`config.mk`:
```
export PLATFORM = sky130hd
export DESIGN_NAME = multitouch_frame_assembler_flat
export DESIGN_NICKNAME = d
export VERILOG_FILES = /design/src/design/mtfa_pkg.sv /design/src/design/mtfa_if.sv /design/src/design/multitouch_frame_assembler.sv /design/src/design/mtfa_point_mem.sv /design/src/design/mtfa_seq.sv /design/src/flat_wrapper.sv
export SDC_FILE = /design/constraint.sdc
export NUM_CORES = 2
export LEC_CHECK = 0
export BUFFER_PORTS_ARGS = -buffer_cell sky130_fd_sc_hd__buf_2
export CELL_PAD_IN_SITES_DETAIL_PLACEMENT = 1
export CELL_PAD_IN_SITES_GLOBAL_PLACEMENT = 1
export CORE_ASPECT_RATIO = 1.1
export CORE_MARGIN = 4
export CORE_UTILIZATION = 50
export CTS_CLUSTER_SIZE = 28
export DETAILED_ROUTE_END_ITERATION = 7
export PLACE_DENSITY = 0.84
export SYNTH_ARGS = -nofsm -noshare
export SYNTH_HDL_FRONTEND = slang
export SYNTH_SLANG_ARGS = --single-unit
```
`constraint.sdc`:
```
create_clock -name clk -period 9.65 [get_ports clk]
set_clock_uncertainty 0.15 [all_clocks]
set_input_delay 1.4475 -clock clk [delete_from_list [all_inputs] [get_ports clk]]
set_output_delay 1.4475 -clock clk [all_outputs]
set_load 0.05 [all_outputs]
```
`src/design/mtfa_pkg.sv`:
```
`default_nettype none
package mtfa_pkg;

	localparam int DEF_MAX_POINTS = 32;

	localparam int TYPE_W        = 16;
	localparam int CODE_W        = 16;
	localparam int VALUE_W       = 32;
	localparam int FRAME_PTS_W   = 6;
	localparam int IDENT_W       = 31;
	localparam int APB_ADDR_W    = 3;
	localparam int APB_DATA_W    = 32;

	localparam logic [TYPE_W-1:0] EVT_SYNC = 16'h0000;
	localparam logic [TYPE_W-1:0] EVT_ABS  = 16'h0003;

	localparam logic [CODE_W-1:0] SYNC_REPORT    = 16'h0000;
	localparam logic [CODE_W-1:0] SYNC_MT_REPORT = 16'h0002;
	localparam logic [CODE_W-1:0] ABS_X_CODE     = 16'h0035;
	localparam logic [CODE_W-1:0] ABS_Y_CODE     = 16'h0036;
	localparam logic [CODE_W-1:0] ABS_ID_CODE    = 16'h0039;

	localparam logic REG_TIDS = 1'b0;

	typedef struct packed {
		logic we_x;
		logic we_y;
		logic we_id;
		logic rd_en;
	} mem_ctl_t;

endpackage
`default_nettype wire

```
`src/design/mtfa_if.sv`:
```
`default_nettype none
interface mtfa_evt_if;
	logic                          valid;
	logic                          ready;
	logic [mtfa_pkg::TYPE_W-1:0]   event_type;
	logic [mtfa_pkg::CODE_W-1:0]   event_code;
	logic signed [mtfa_pkg::VALUE_W-1:0] event_value;

	modport source (output valid, event_type, event_code, event_value, input ready);
	modport sink (input valid, event_type, event_code, event_value, output ready);
endinterface

interface mtfa_res_if;
	logic                               valid;
	logic                               ready;
	logic [mtfa_pkg::FRAME_PTS_W-1:0]   frame_points;
	logic                               point_valid;
	logic signed [mtfa_pkg::VALUE_W-1:0] point_x;
	logic signed [mtfa_pkg::VALUE_W-1:0] point_y;
	logic [mtfa_pkg::IDENT_W-1:0]       point_ident;
	logic                               last_of_frame;

	modport source (output valid, frame_points, point_valid, point_x, point_y, point_ident,
		last_of_frame, input ready);
	modport sink (input valid, frame_points, point_valid, point_x, point_y, point_ident,
		last_of_frame, output ready);
endinterface
`default_nettype wire

```
`src/design/multitouch_frame_assembler.sv`:
```
// a report beat moves the sequencer to ST_EMPTY for an empty frame, else to ST_ISSUE; no new
// event is taken until the frame has drained, and other events are accepted while idle. Each
// stored point passes ST_ISSUE, a registered read of the point memory, then ST_WAIT, where
// the id write-back and the output load happen once the output is free, as in ST_EMPTY
// reset: arst_n clears counters, seen flags, id valid bits and the config register; no sweep
`default_nettype none
module multitouch_frame_assembler #(
	parameter int MAX_POINTS = mtfa_pkg::DEF_MAX_POINTS
) (
	input  wire                               clk,
	input  wire                               arst_n,
	mtfa_evt_if.sink                          evt,
	mtfa_res_if.source                        res,
	input  wire                               psel,
	input  wire                               penable,
	input  wire                               pwrite,
	input  wire  [mtfa_pkg::APB_ADDR_W-1:0]   paddr,
	input  wire  [mtfa_pkg::APB_DATA_W-1:0]   pwdata,
	output logic [mtfa_pkg::APB_DATA_W-1:0]   prdata,
	output logic                              pready
);
	import mtfa_pkg::*;

	localparam int IDX_W = (MAX_POINTS > 1) ? $clog2(MAX_POINTS) : 1;
	localparam int CNT_W = $clog2(MAX_POINTS + 1);

	logic               tids_q;
	mem_ctl_t           mem_ctl;
	logic [IDX_W-1:0]   wr_addr;
	logic [IDX_W-1:0]   rd_addr;
	logic [VALUE_W-1:0] wr_x;
	logic [VALUE_W-1:0] wr_y;
	logic [VALUE_W-1:0] wr_id;
	logic [VALUE_W-1:0] rd_x;
	logic [VALUE_W-1:0] rd_y;
	logic [VALUE_W-1:0] rd_id;

	assign pready = 1'b1;
	assign prdata = (paddr[APB_ADDR_W-1] == REG_TIDS) ? APB_DATA_W'(tids_q) : '0;

	always_ff @(posedge clk or negedge arst_n) begin
		if (!arst_n) begin
			tids_q <= 1'b0;
		end else if (psel && penable && pwrite && pready && paddr[APB_ADDR_W-1] == REG_TIDS) begin
			tids_q <= pwdata[0];
		end
	end

	mtfa_seq #(
		.MAX_POINTS (MAX_POINTS),
		.IDX_W      (IDX_W),
		.CNT_W      (CNT_W)
	) u_seq (
		.clk     (clk),
		.arst_n  (arst_n),
		.evt     (evt),
		.res     (res),
		.tids    (tids_q),
		.mem_ctl (mem_ctl),
		.wr_addr (wr_addr),
		.wr_x    (wr_x),
		.wr_y    (wr_y),
		.wr_id   (wr_id),
		.rd_addr (rd_addr),
		.rd_x    (rd_x),
		.rd_y    (rd_y),
		.rd_id   (rd_id)
	);

	mtfa_point_mem #(
		.MAX_POINTS (MAX_POINTS),
		.IDX_W      (IDX_W)
	) u_mem (
		.clk     (clk),
		.arst_n  (arst_n),
		.ctl     (mem_ctl),
		.wr_addr (wr_addr),
		.wr_x    (wr_x),
		.wr_y    (wr_y),
		.wr_id   (wr_id),
		.rd_addr (rd_addr),
		.rd_x    (rd_x),
		.rd_y    (rd_y),
		.rd_id   (rd_id)
	);

endmodule
`default_nettype wire

```
`src/design/mtfa_point_mem.sv`:
```
`default_nettype none
module mtfa_point_mem #(
	parameter int MAX_POINTS = mtfa_pkg::DEF_MAX_POINTS,
	parameter int IDX_W      = 5
) (
	input  wire                            clk,
	input  wire                            arst_n,
	input  wire  mtfa_pkg::mem_ctl_t       ctl,
	input  wire  [IDX_W-1:0]               wr_addr,
	input  wire  [mtfa_pkg::VALUE_W-1:0]   wr_x,
	input  wire  [mtfa_pkg::VALUE_W-1:0]   wr_y,
	input  wire  [mtfa_pkg::VALUE_W-1:0]   wr_id,
	input  wire  [IDX_W-1:0]               rd_addr,
	output logic [mtfa_pkg::VALUE_W-1:0]   rd_x,
	output logic [mtfa_pkg::VALUE_W-1:0]   rd_y,
	output logic [mtfa_pkg::VALUE_W-1:0]   rd_id
);
	import mtfa_pkg::*;

	logic [VALUE_W-1:0] mem_x  [MAX_POINTS];
	logic [VALUE_W-1:0] mem_y  [MAX_POINTS];
	logic [VALUE_W-1:0] mem_id [MAX_POINTS];
	logic [MAX_POINTS-1:0] id_vld_q;
	logic [VALUE_W-1:0] rd_id_s1;
	logic rd_vld_s1;

	always_ff @(posedge clk) begin
		if (ctl.we_x) begin
			mem_x[wr_addr] <= wr_x;
		end
		if (ctl.we_y) begin
			mem_y[wr_addr] <= wr_y;
		end
		if (ctl.we_id) begin
			mem_id[wr_addr] <= wr_id;
		end
		if (ctl.rd_en) begin
			rd_x     <= mem_x[rd_addr];
			rd_y     <= mem_y[rd_addr];
			rd_id_s1 <= mem_id[rd_addr];
		end
	end

	// ident entries read as zero until first written
	always_ff @(posedge clk or negedge arst_n) begin
		if (!arst_n) begin
			id_vld_q  <= '0;
			rd_vld_s1 <= 1'b0;
		end else begin
			if (ctl.we_id) begin
				id_vld_q[wr_addr] <= 1'b1;
			end
			if (ctl.rd_en) begin
				rd_vld_s1 <= id_vld_q[rd_addr];
			end
		end
	end

	assign rd_id = rd_vld_s1 ? rd_id_s1 : '0;

endmodule
`default_nettype wire

```
`src/design/mtfa_seq.sv`:
```
`default_nettype none
module mtfa_seq #(
	parameter int MAX_POINTS = mtfa_pkg::DEF_MAX_POINTS,
	parameter int IDX_W      = 5,
	parameter int CNT_W      = 6
) (
	input  wire                            clk,
	input  wire                            arst_n,
	mtfa_evt_if.sink                       evt,
	mtfa_res_if.source                     res,
	input  wire                            tids,
	output mtfa_pkg::mem_ctl_t             mem_ctl,
	output logic [IDX_W-1:0]               wr_addr,
	output logic [mtfa_pkg::VALUE_W-1:0]   wr_x,
	output logic [mtfa_pkg::VALUE_W-1:0]   wr_y,
	output logic [mtfa_pkg::VALUE_W-1:0]   wr_id,
	output logic [IDX_W-1:0]               rd_addr,
	input  wire  [mtfa_pkg::VALUE_W-1:0]   rd_x,
	input  wire  [mtfa_pkg::VALUE_W-1:0]   rd_y,
	input  wire  [mtfa_pkg::VALUE_W-1:0]   rd_id
);
	import mtfa_pkg::*;

	localparam logic [1:0] ST_IDLE  = 2'd0;
	localparam logic [1:0] ST_EMPTY = 2'd1;
	localparam logic [1:0] ST_ISSUE = 2'd2;
	localparam logic [1:0] ST_WAIT  = 2'd3;

	logic [1:0]       state_q;
	logic [CNT_W-1:0] count_q;
	logic [CNT_W-1:0] frame_q;
	logic [IDX_W-1:0] idx_q;
	logic             seen_x_q;
	logic             seen_y_q;
	logic             res_valid_q;

	logic accept;
	logic full;
	logic is_report;
	logic is_mt_report;
	logic is_abs;
	logic do_commit;
	logic out_free;
	logic drain_last;
	logic res_load;

	assign accept       = evt.valid && evt.ready;
	assign full         = (count_q == CNT_W'(MAX_POINTS));
	assign is_report    = (evt.event_type == EVT_SYNC) && (evt.event_code == SYNC_REPORT);
	assign is_mt_report = (evt.event_type == EVT_SYNC) && (evt.event_code == SYNC_MT_REPORT);
	assign is_abs       = (evt.event_type == EVT_ABS) && !full;
	assign do_commit    = is_mt_report && seen_x_q && seen_y_q && !full;
	assign out_free     = !res_valid_q || res.ready;
	assign drain_last   = ((CNT_W'(idx_q) + CNT_W'(1)) == frame_q);
	assign res_load     = out_free && ((state_q == ST_EMPTY) || (state_q == ST_WAIT));

	assign evt.ready = (state_q == ST_IDLE);
	assign res.valid = res_valid_q;
	assign rd_addr   = idx_q;
	assign wr_x      = evt.event_value;
	assign wr_y      = evt.event_value;

	always_comb begin
		mem_ctl = '0;
		wr_addr = count_q[IDX_W-1:0];
		wr_id   = evt.event_value;
		unique case (state_q)
			ST_IDLE: begin
				if (accept && is_abs) begin
					mem_ctl.we_x  = (evt.event_code == ABS_X_CODE);
					mem_ctl.we_y  = (evt.event_code == ABS_Y_CODE);
					mem_ctl.we_id = (evt.event_code == ABS_ID_CODE);
				end else if (accept && do_commit && !tids) begin
					mem_ctl.we_id = 1'b1;
					wr_id         = VALUE_W'(count_q);
				end
			end
			ST_ISSUE: begin
				mem_ctl.rd_en = 1'b1;
			end
			ST_WAIT: begin
				// reported slots get id -1
				if (out_free) begin
					mem_ctl.we_id = 1'b1;
					wr_addr       = idx_q;
					wr_id         = '1;
				end
			end
			default: begin
			end
		endcase
	end

	always_ff @(posedge clk or negedge arst_n) begin
		if (!arst_n) begin
			state_q     <= ST_IDLE;
			count_q     <= '0;
			frame_q     <= '0;
			idx_q       <= '0;
			seen_x_q    <= 1'b0;
			seen_y_q    <= 1'b0;
			res_valid_q <= 1'b0;
		end else begin
			if (res_load) begin
				res_valid_q <= 1'b1;
			end else if (res.ready) begin
				res_valid_q <= 1'b0;
			end
			unique case (state_q)
				ST_IDLE: begin
					if (accept) begin
						if (is_report) begin
							frame_q  <= count_q;
							count_q  <= '0;
							idx_q    <= '0;
							seen_x_q <= 1'b0;
							seen_y_q <= 1'b0;
							state_q  <= (count_q == '0) ? ST_EMPTY : ST_ISSUE;
						end else if (do_commit) begin
							count_q  <= count_q + CNT_W'(1);
							seen_x_q <= 1'b0;
							seen_y_q <= 1'b0;
						end else if (is_abs) begin
							if (evt.event_code == ABS_X_CODE) begin
								seen_x_q <= 1'b1;
							end
							if (evt.event_code == ABS_Y_CODE) begin
								seen_y_q <= 1'b1;
							end
						end
					end
				end
				ST_EMPTY: begin
					if (out_free) begin
						state_q <= ST_IDLE;
					end
				end
				ST_ISSUE: begin
					state_q <= ST_WAIT;
				end
				ST_WAIT: begin
					if (out_free) begin
						if (drain_last) begin
							state_q <= ST_IDLE;
						end else begin
							idx_q   <= idx_q + IDX_W'(1);
							state_q <= ST_ISSUE;
						end
					end
				end
				default: begin
					state_q <= ST_IDLE;
				end
			endcase
		end
	end

	// result payload
	always_ff @(posedge clk) begin
		if (state_q == ST_EMPTY && out_free) begin
			res.frame_points  <= '0;
			res.point_valid   <= 1'b0;
			res.point_x       <= '0;
			res.point_y       <= '0;
			res.point_ident   <= '0;
			res.last_of_frame <= 1'b1;
		end else if (state_q == ST_WAIT && out_free) begin
			res.frame_points  <= FRAME_PTS_W'(frame_q);
			res.point_valid   <= 1'b1;
			res.point_x       <= rd_x;
			res.point_y       <= rd_y;
			res.point_ident   <= rd_id[VALUE_W-1] ? '0 : rd_id[IDENT_W-1:0];
			res.last_of_frame <= drain_last;
		end
	end

endmodule
`default_nettype wire

```
`src/flat_wrapper.sv`:
```
// flat-port wrapper written by rule: the top's interface ports become plain ports
module multitouch_frame_assembler_flat import mtfa_pkg::*;
#(
	parameter int MAX_POINTS = mtfa_pkg::DEF_MAX_POINTS
)
  (clk, arst_n, psel, penable, pwrite, paddr, pwdata, prdata, pready, evt_valid, evt_event_type, evt_event_code, evt_event_value, evt_ready, res_valid, res_frame_points, res_point_valid, res_point_x, res_point_y, res_point_ident, res_last_of_frame, res_ready);
  mtfa_evt_if evt_i ();
  mtfa_res_if res_i ();
  input  wire clk;
  input  wire arst_n;
  input  wire psel;
  input  wire penable;
  input  wire pwrite;
  input  wire  [mtfa_pkg::APB_ADDR_W-1:0] paddr;
  input  wire  [mtfa_pkg::APB_DATA_W-1:0] pwdata;
  output logic [mtfa_pkg::APB_DATA_W-1:0] prdata;
  output logic pready;
  input wire logic [$bits(evt_i.valid)-1:0] evt_valid;
  input wire logic [$bits(evt_i.event_type)-1:0] evt_event_type;
  input wire logic [$bits(evt_i.event_code)-1:0] evt_event_code;
  input wire logic [$bits(evt_i.event_value)-1:0] evt_event_value;
  output wire logic [$bits(evt_i.ready)-1:0] evt_ready;
  output wire logic [$bits(res_i.valid)-1:0] res_valid;
  output wire logic [$bits(res_i.frame_points)-1:0] res_frame_points;
  output wire logic [$bits(res_i.point_valid)-1:0] res_point_valid;
  output wire logic [$bits(res_i.point_x)-1:0] res_point_x;
  output wire logic [$bits(res_i.point_y)-1:0] res_point_y;
  output wire logic [$bits(res_i.point_ident)-1:0] res_point_ident;
  output wire logic [$bits(res_i.last_of_frame)-1:0] res_last_of_frame;
  input wire logic [$bits(res_i.ready)-1:0] res_ready;
  assign evt_i.valid = evt_valid;
  assign evt_i.event_type = evt_event_type;
  assign evt_i.event_code = evt_event_code;
  assign evt_i.event_value = evt_event_value;
  assign evt_ready = evt_i.ready;
  assign res_valid = res_i.valid;
  assign res_frame_points = res_i.frame_points;
  assign res_point_valid = res_i.point_valid;
  assign res_point_x = res_i.point_x;
  assign res_point_y = res_i.point_y;
  assign res_point_ident = res_i.point_ident;
  assign res_last_of_frame = res_i.last_of_frame;
  assign res_i.ready = res_ready;
  multitouch_frame_assembler #(.MAX_POINTS(MAX_POINTS)) u_core (.clk(clk), .arst_n(arst_n), .evt(evt_i), .res(res_i), .psel(psel), .penable(penable), .pwrite(pwrite), .paddr(paddr), .pwdata(pwdata), .prdata(prdata), .pready(pready));
endmodule
```
==> out/results.tsv <==
stage	metric	value	unit
grt	initial antenna violation count	31	
yosys	Synth Instances	6109	
grt	total global-route track usage	30.2	%
setup_path	Crit Reg-Reg Endpoint	u_core.u_mem.mem_id[10][17]	
grt	largest net degree at the start of global routing	145	
min_path	Hold Crit Class	register to register	
floorplan	Die Area	263000	µm²
setup_path	worst r2r src	u_core.u_seq.state_q[1]	
placed_design	Port Buf Inserts	178	
yosys	Syn. warnings	0	
route	vias per cell	6.95	
timing	setup TNS	0	ns
setup_path	CP startpoint kind	register	
setup_path	Largest stage delay, worst path	1.32	ns
status	outcome	finished clean	
timing	Final Slew Violations	0	
layout	fin nets	6577	
setup_path	CP max-delay cell	nand3_1	
setup_path	Register-to-Register Path Depth	6	
layout	area of the multi-input gates	28000	µm²
timing	Slew HR	3.80	%
grt	vias in the first global route	72400	
power_and_ir_drop	Leakage	47.9	nW
route	total number of vias	69900	
timing	Final min period	6.23	ns
timing	Max Clock Freq	160	MHz
yosys	Yosys top cell area share	74.6	%
clocking	H-tree depth	5	
route	wire per inst	39.6	µm
yosys	Seq/Total Area, Yosys	77.3	%
clocking	post-CTS sizing	0	
yosys	Synth Flop Type	edfxtp_1	
setup_path	crit-path cells	ha_1 > nand2_4 > o31ai_1 > nand3_1 > nor2_4 > buf_4	
clocking	cts hold-fix bufs	0	
setup_path	Setup crit end kind	register	
floorplan	Initial Utilization	50.2	%
clocking	CTS tree	yes	
yosys	Area contributors post-synth	edfxtp_1 (75%), mux4_2 (12%), mux2i_1 (2.5%), dfxtp_1 (1.6%), mux2_2 (1.1%)	
floorplan	Chip Height	538	µm
setup_path	critical path class	register to register	
route	drc violations	0	
route	routed wire length	398000	µm
yosys	Async SR Flop Fraction	1.68	%
route	Antenna Nets Post-Route	0	
yosys	mapped cell area	127000	µm²
setup_path	CP delay by family, top	simple AND/OR/NAND/NOR gates	
timing	RSZ-0062 raised after global routing	false	
clocking	Root Buffer	clkbuf_16	
yosys	Synth cell types	62	
floorplan	# rows	194	
power_and_ir_drop	cell area power density	202	nW/µm²
layout	fill count	21600	
yosys	number of synthesized flops with an enable pin	3168	
route	router iterations before antenna repair	8	
timing	final setup vio count	0	
floorplan	DIE WIDTH	489	µm
timing	period utilisation layout	64.6	%
layout	P&R area growth vs syn	12.9	%
placed_design	Placer Congestion	0.796	
grt	global route overflow	0	
clocking	Clock Tree Buf Depth	4	
setup_path	WP buf/inv	1	
grt	first-pass GRT wire length	560000	µm
clocking	TritonCTS Buffers	337	
layout	fraction of layout cells with a size suffix above 1	26.3	%
timing	final hold violations	0	
setup_path	WP data arrival	6.68	ns
clocking	Clock Sinks	3327	
min_path	Worst Hold Launch	u_core.u_seq.res.point_x[0]	
placed_design	hpwl dp	200000	µm
setup_path	Req. time, crit path	10.10	ns
yosys	Mapped Avg Cell Area	20.9	µm²
layout	most frequent cells in the layout	edfxtp_1 (3168), mux4_2 (671), clkbuf_16 (341)	
setup_path	largest fanout on the critical path	44	
route	DRT iter0 DRCs	11500	
yosys	FF+latch count, synth	3327	
power_and_ir_drop	IR drop worst, VDD	199	µV
layout	FF/Latch Area	98600	µm²
timing	worst-margin pin slew	1.44	ns
yosys	leading area contributor after synthesis	edfxtp_1	
power_and_ir_drop	total design power	29.1	mW
clocking	Worst-path clk slew	0.06	ns
clocking	Clock Latency Late Sink	0.98	ns
setup_path	reg-to-reg slack, setup	3.42	ns
min_path	hold-critical path endpoint	u_core.u_seq.res.point_x[0]	
floorplan	Core Region	254000	µm²
clocking	postcts setup bufs	0	
layout	commonest non-fill, non-tap cell in the layout	edfxtp_1	
floorplan	I/O pin cnt	244	
min_path	hold path depth	2	
job	total of max-cap violations	0	
state kept, by name, indices dropped and copies added, names as in the netlist, 31 cells and up:
signal                        cells
u_core.u_mem.mem_id            1024
u_core.u_mem.mem_x             1024
u_core.u_mem.mem_y             1024
u_core.u_mem.id_vld_q            32
u_core.u_mem.rd_id_s1            32
u_core.u_mem.rd_x                32
u_core.u_mem.rd_y                32
u_core.u_seq.res.point_x         32
u_core.u_seq.res.point_y         32
u_core.u_seq.res.point_ident     31
cells in the mapped netlist, types with 8 or more instances:
cell type and instances:
a21boi_0 27, a21oi_1 139, buf_1 81, buf_2 64, buf_4 33, clkbuf_1 220, dfrtp_1 56, dfxtp_1 103
edfxtp_1 3168, inv_1 18, mux2_2 128, mux2i_1 324, mux4_2 671, nand2_1 239, nand2b_1 10, nand3_1 45
nor2_1 124, nor2b_1 104, nor4_1 8, o21a_1 27, o21ai_0 97, o21bai_1 32, o221ai_1 153, o22ai_1 82
o311ai_0 20, o31ai_1 41
metal layers:
metal / GRT usage, % / vias to the layer above / part of all wire [%]
met4: 14.0 / 30 / 5.4
met5: 0.525 / - / 0.11
met1: 38.7 / 36300 / 33
li1: - / 26000 / -
met2: 48.6 / 6419 / 48
met3: 7.96 / 1212 / 13
report_power, final:
group / total (mW) / internal, mW / switching [mW]
sequential: 15.8 / 15.8 / 0.00113
clock: 12.9 / 7.22 / 5.70
combinational: 0.342 / 0.0299 / 0.312
total: 29.1 / 23.0 / 6.02
worst reg2reg max path: cells and delay by family, from the launching register on:
kind / cells / cell delay [ns]
DFF: 1 / 0.42
AOI/OAI and AO/OA: 1 / 1.11
and+or+nand+nor: 3 / 3.11
adders and majority gates: 1 / 0.53
buffers and inverters: 1 / 0.53
metrics by stage:
stage | cell area, µm² | std cells | hold slack (ns) | setup slack, ns | util, %
floorplan | 128000 | 6139 | 0.288 | 4.21 | -
global placement | 133000 | 9455 | 0.290 | 3.11 | 52.5
detailed placement | 133000 | 9455 | 0.297 | 2.92 | 52.5
CTS | 144000 | 10000 | 0.308 | 3.72 | 56.6
global route | 144000 | 10000 | 0.332 | 3.45 | 56.7
finish | 144000 | 10100 | 0.305 | 3.42 | 56.7
cell type report:
type | count | area share [%]
clock buffers | 407 | 6.14
clock inverters | 181 | 1.12
diodes | 14 | 0.0243
repair buffers | 385 | 1.77
well taps | 3332 | 2.90
inverters | 18 | 0.0470
multi-input cells | 2395 | 19.5
flip-flops and latches | 3327 | 68.5
kinds of logic after synthesis:
logic type      after synthesis  synth area share (%)
fa+ha+maj                     7                0.0687
compound gates              656                  3.52
simple gates                569                  2.08
xor+xnor                      8                0.0550
mux                        1123                  15.5
other cells                   2               0.00589
flops                      3327                  77.3
buf+inv                     417                  1.39
how the worst max path moves through the flow:
| stage | startpoint | end | slack [ns] | depth (start not counted) |
|---|---|---|---|---|
| 2_1_floorplan | evt_event_code[7] | u_core.u_mem.mem_id[0][0] | 4.21 | 7 |
| 6_report | u_core.u_seq.state_q[1] | u_core.u_mem.mem_id[10][17] | 3.42 | 6 |
| 3_5_place_dp | evt_event_code[7] | u_core.u_mem.mem_id[18][6] | 2.92 | 8 |
| 5_1_grt | u_core.u_seq.state_q[1] | u_core.u_mem.mem_id[18][3] | 3.45 | 6 |
| 4_1_cts | u_core.u_seq.state_q[1] | u_core.u_mem.mem_id[10][17] | 3.72 | 6 |
| 3_3_place_gp | evt_event_code[7] | u_core.u_mem.mem_id[18][6] | 3.11 | 8 |
Power figures use the tool's default switching activity.
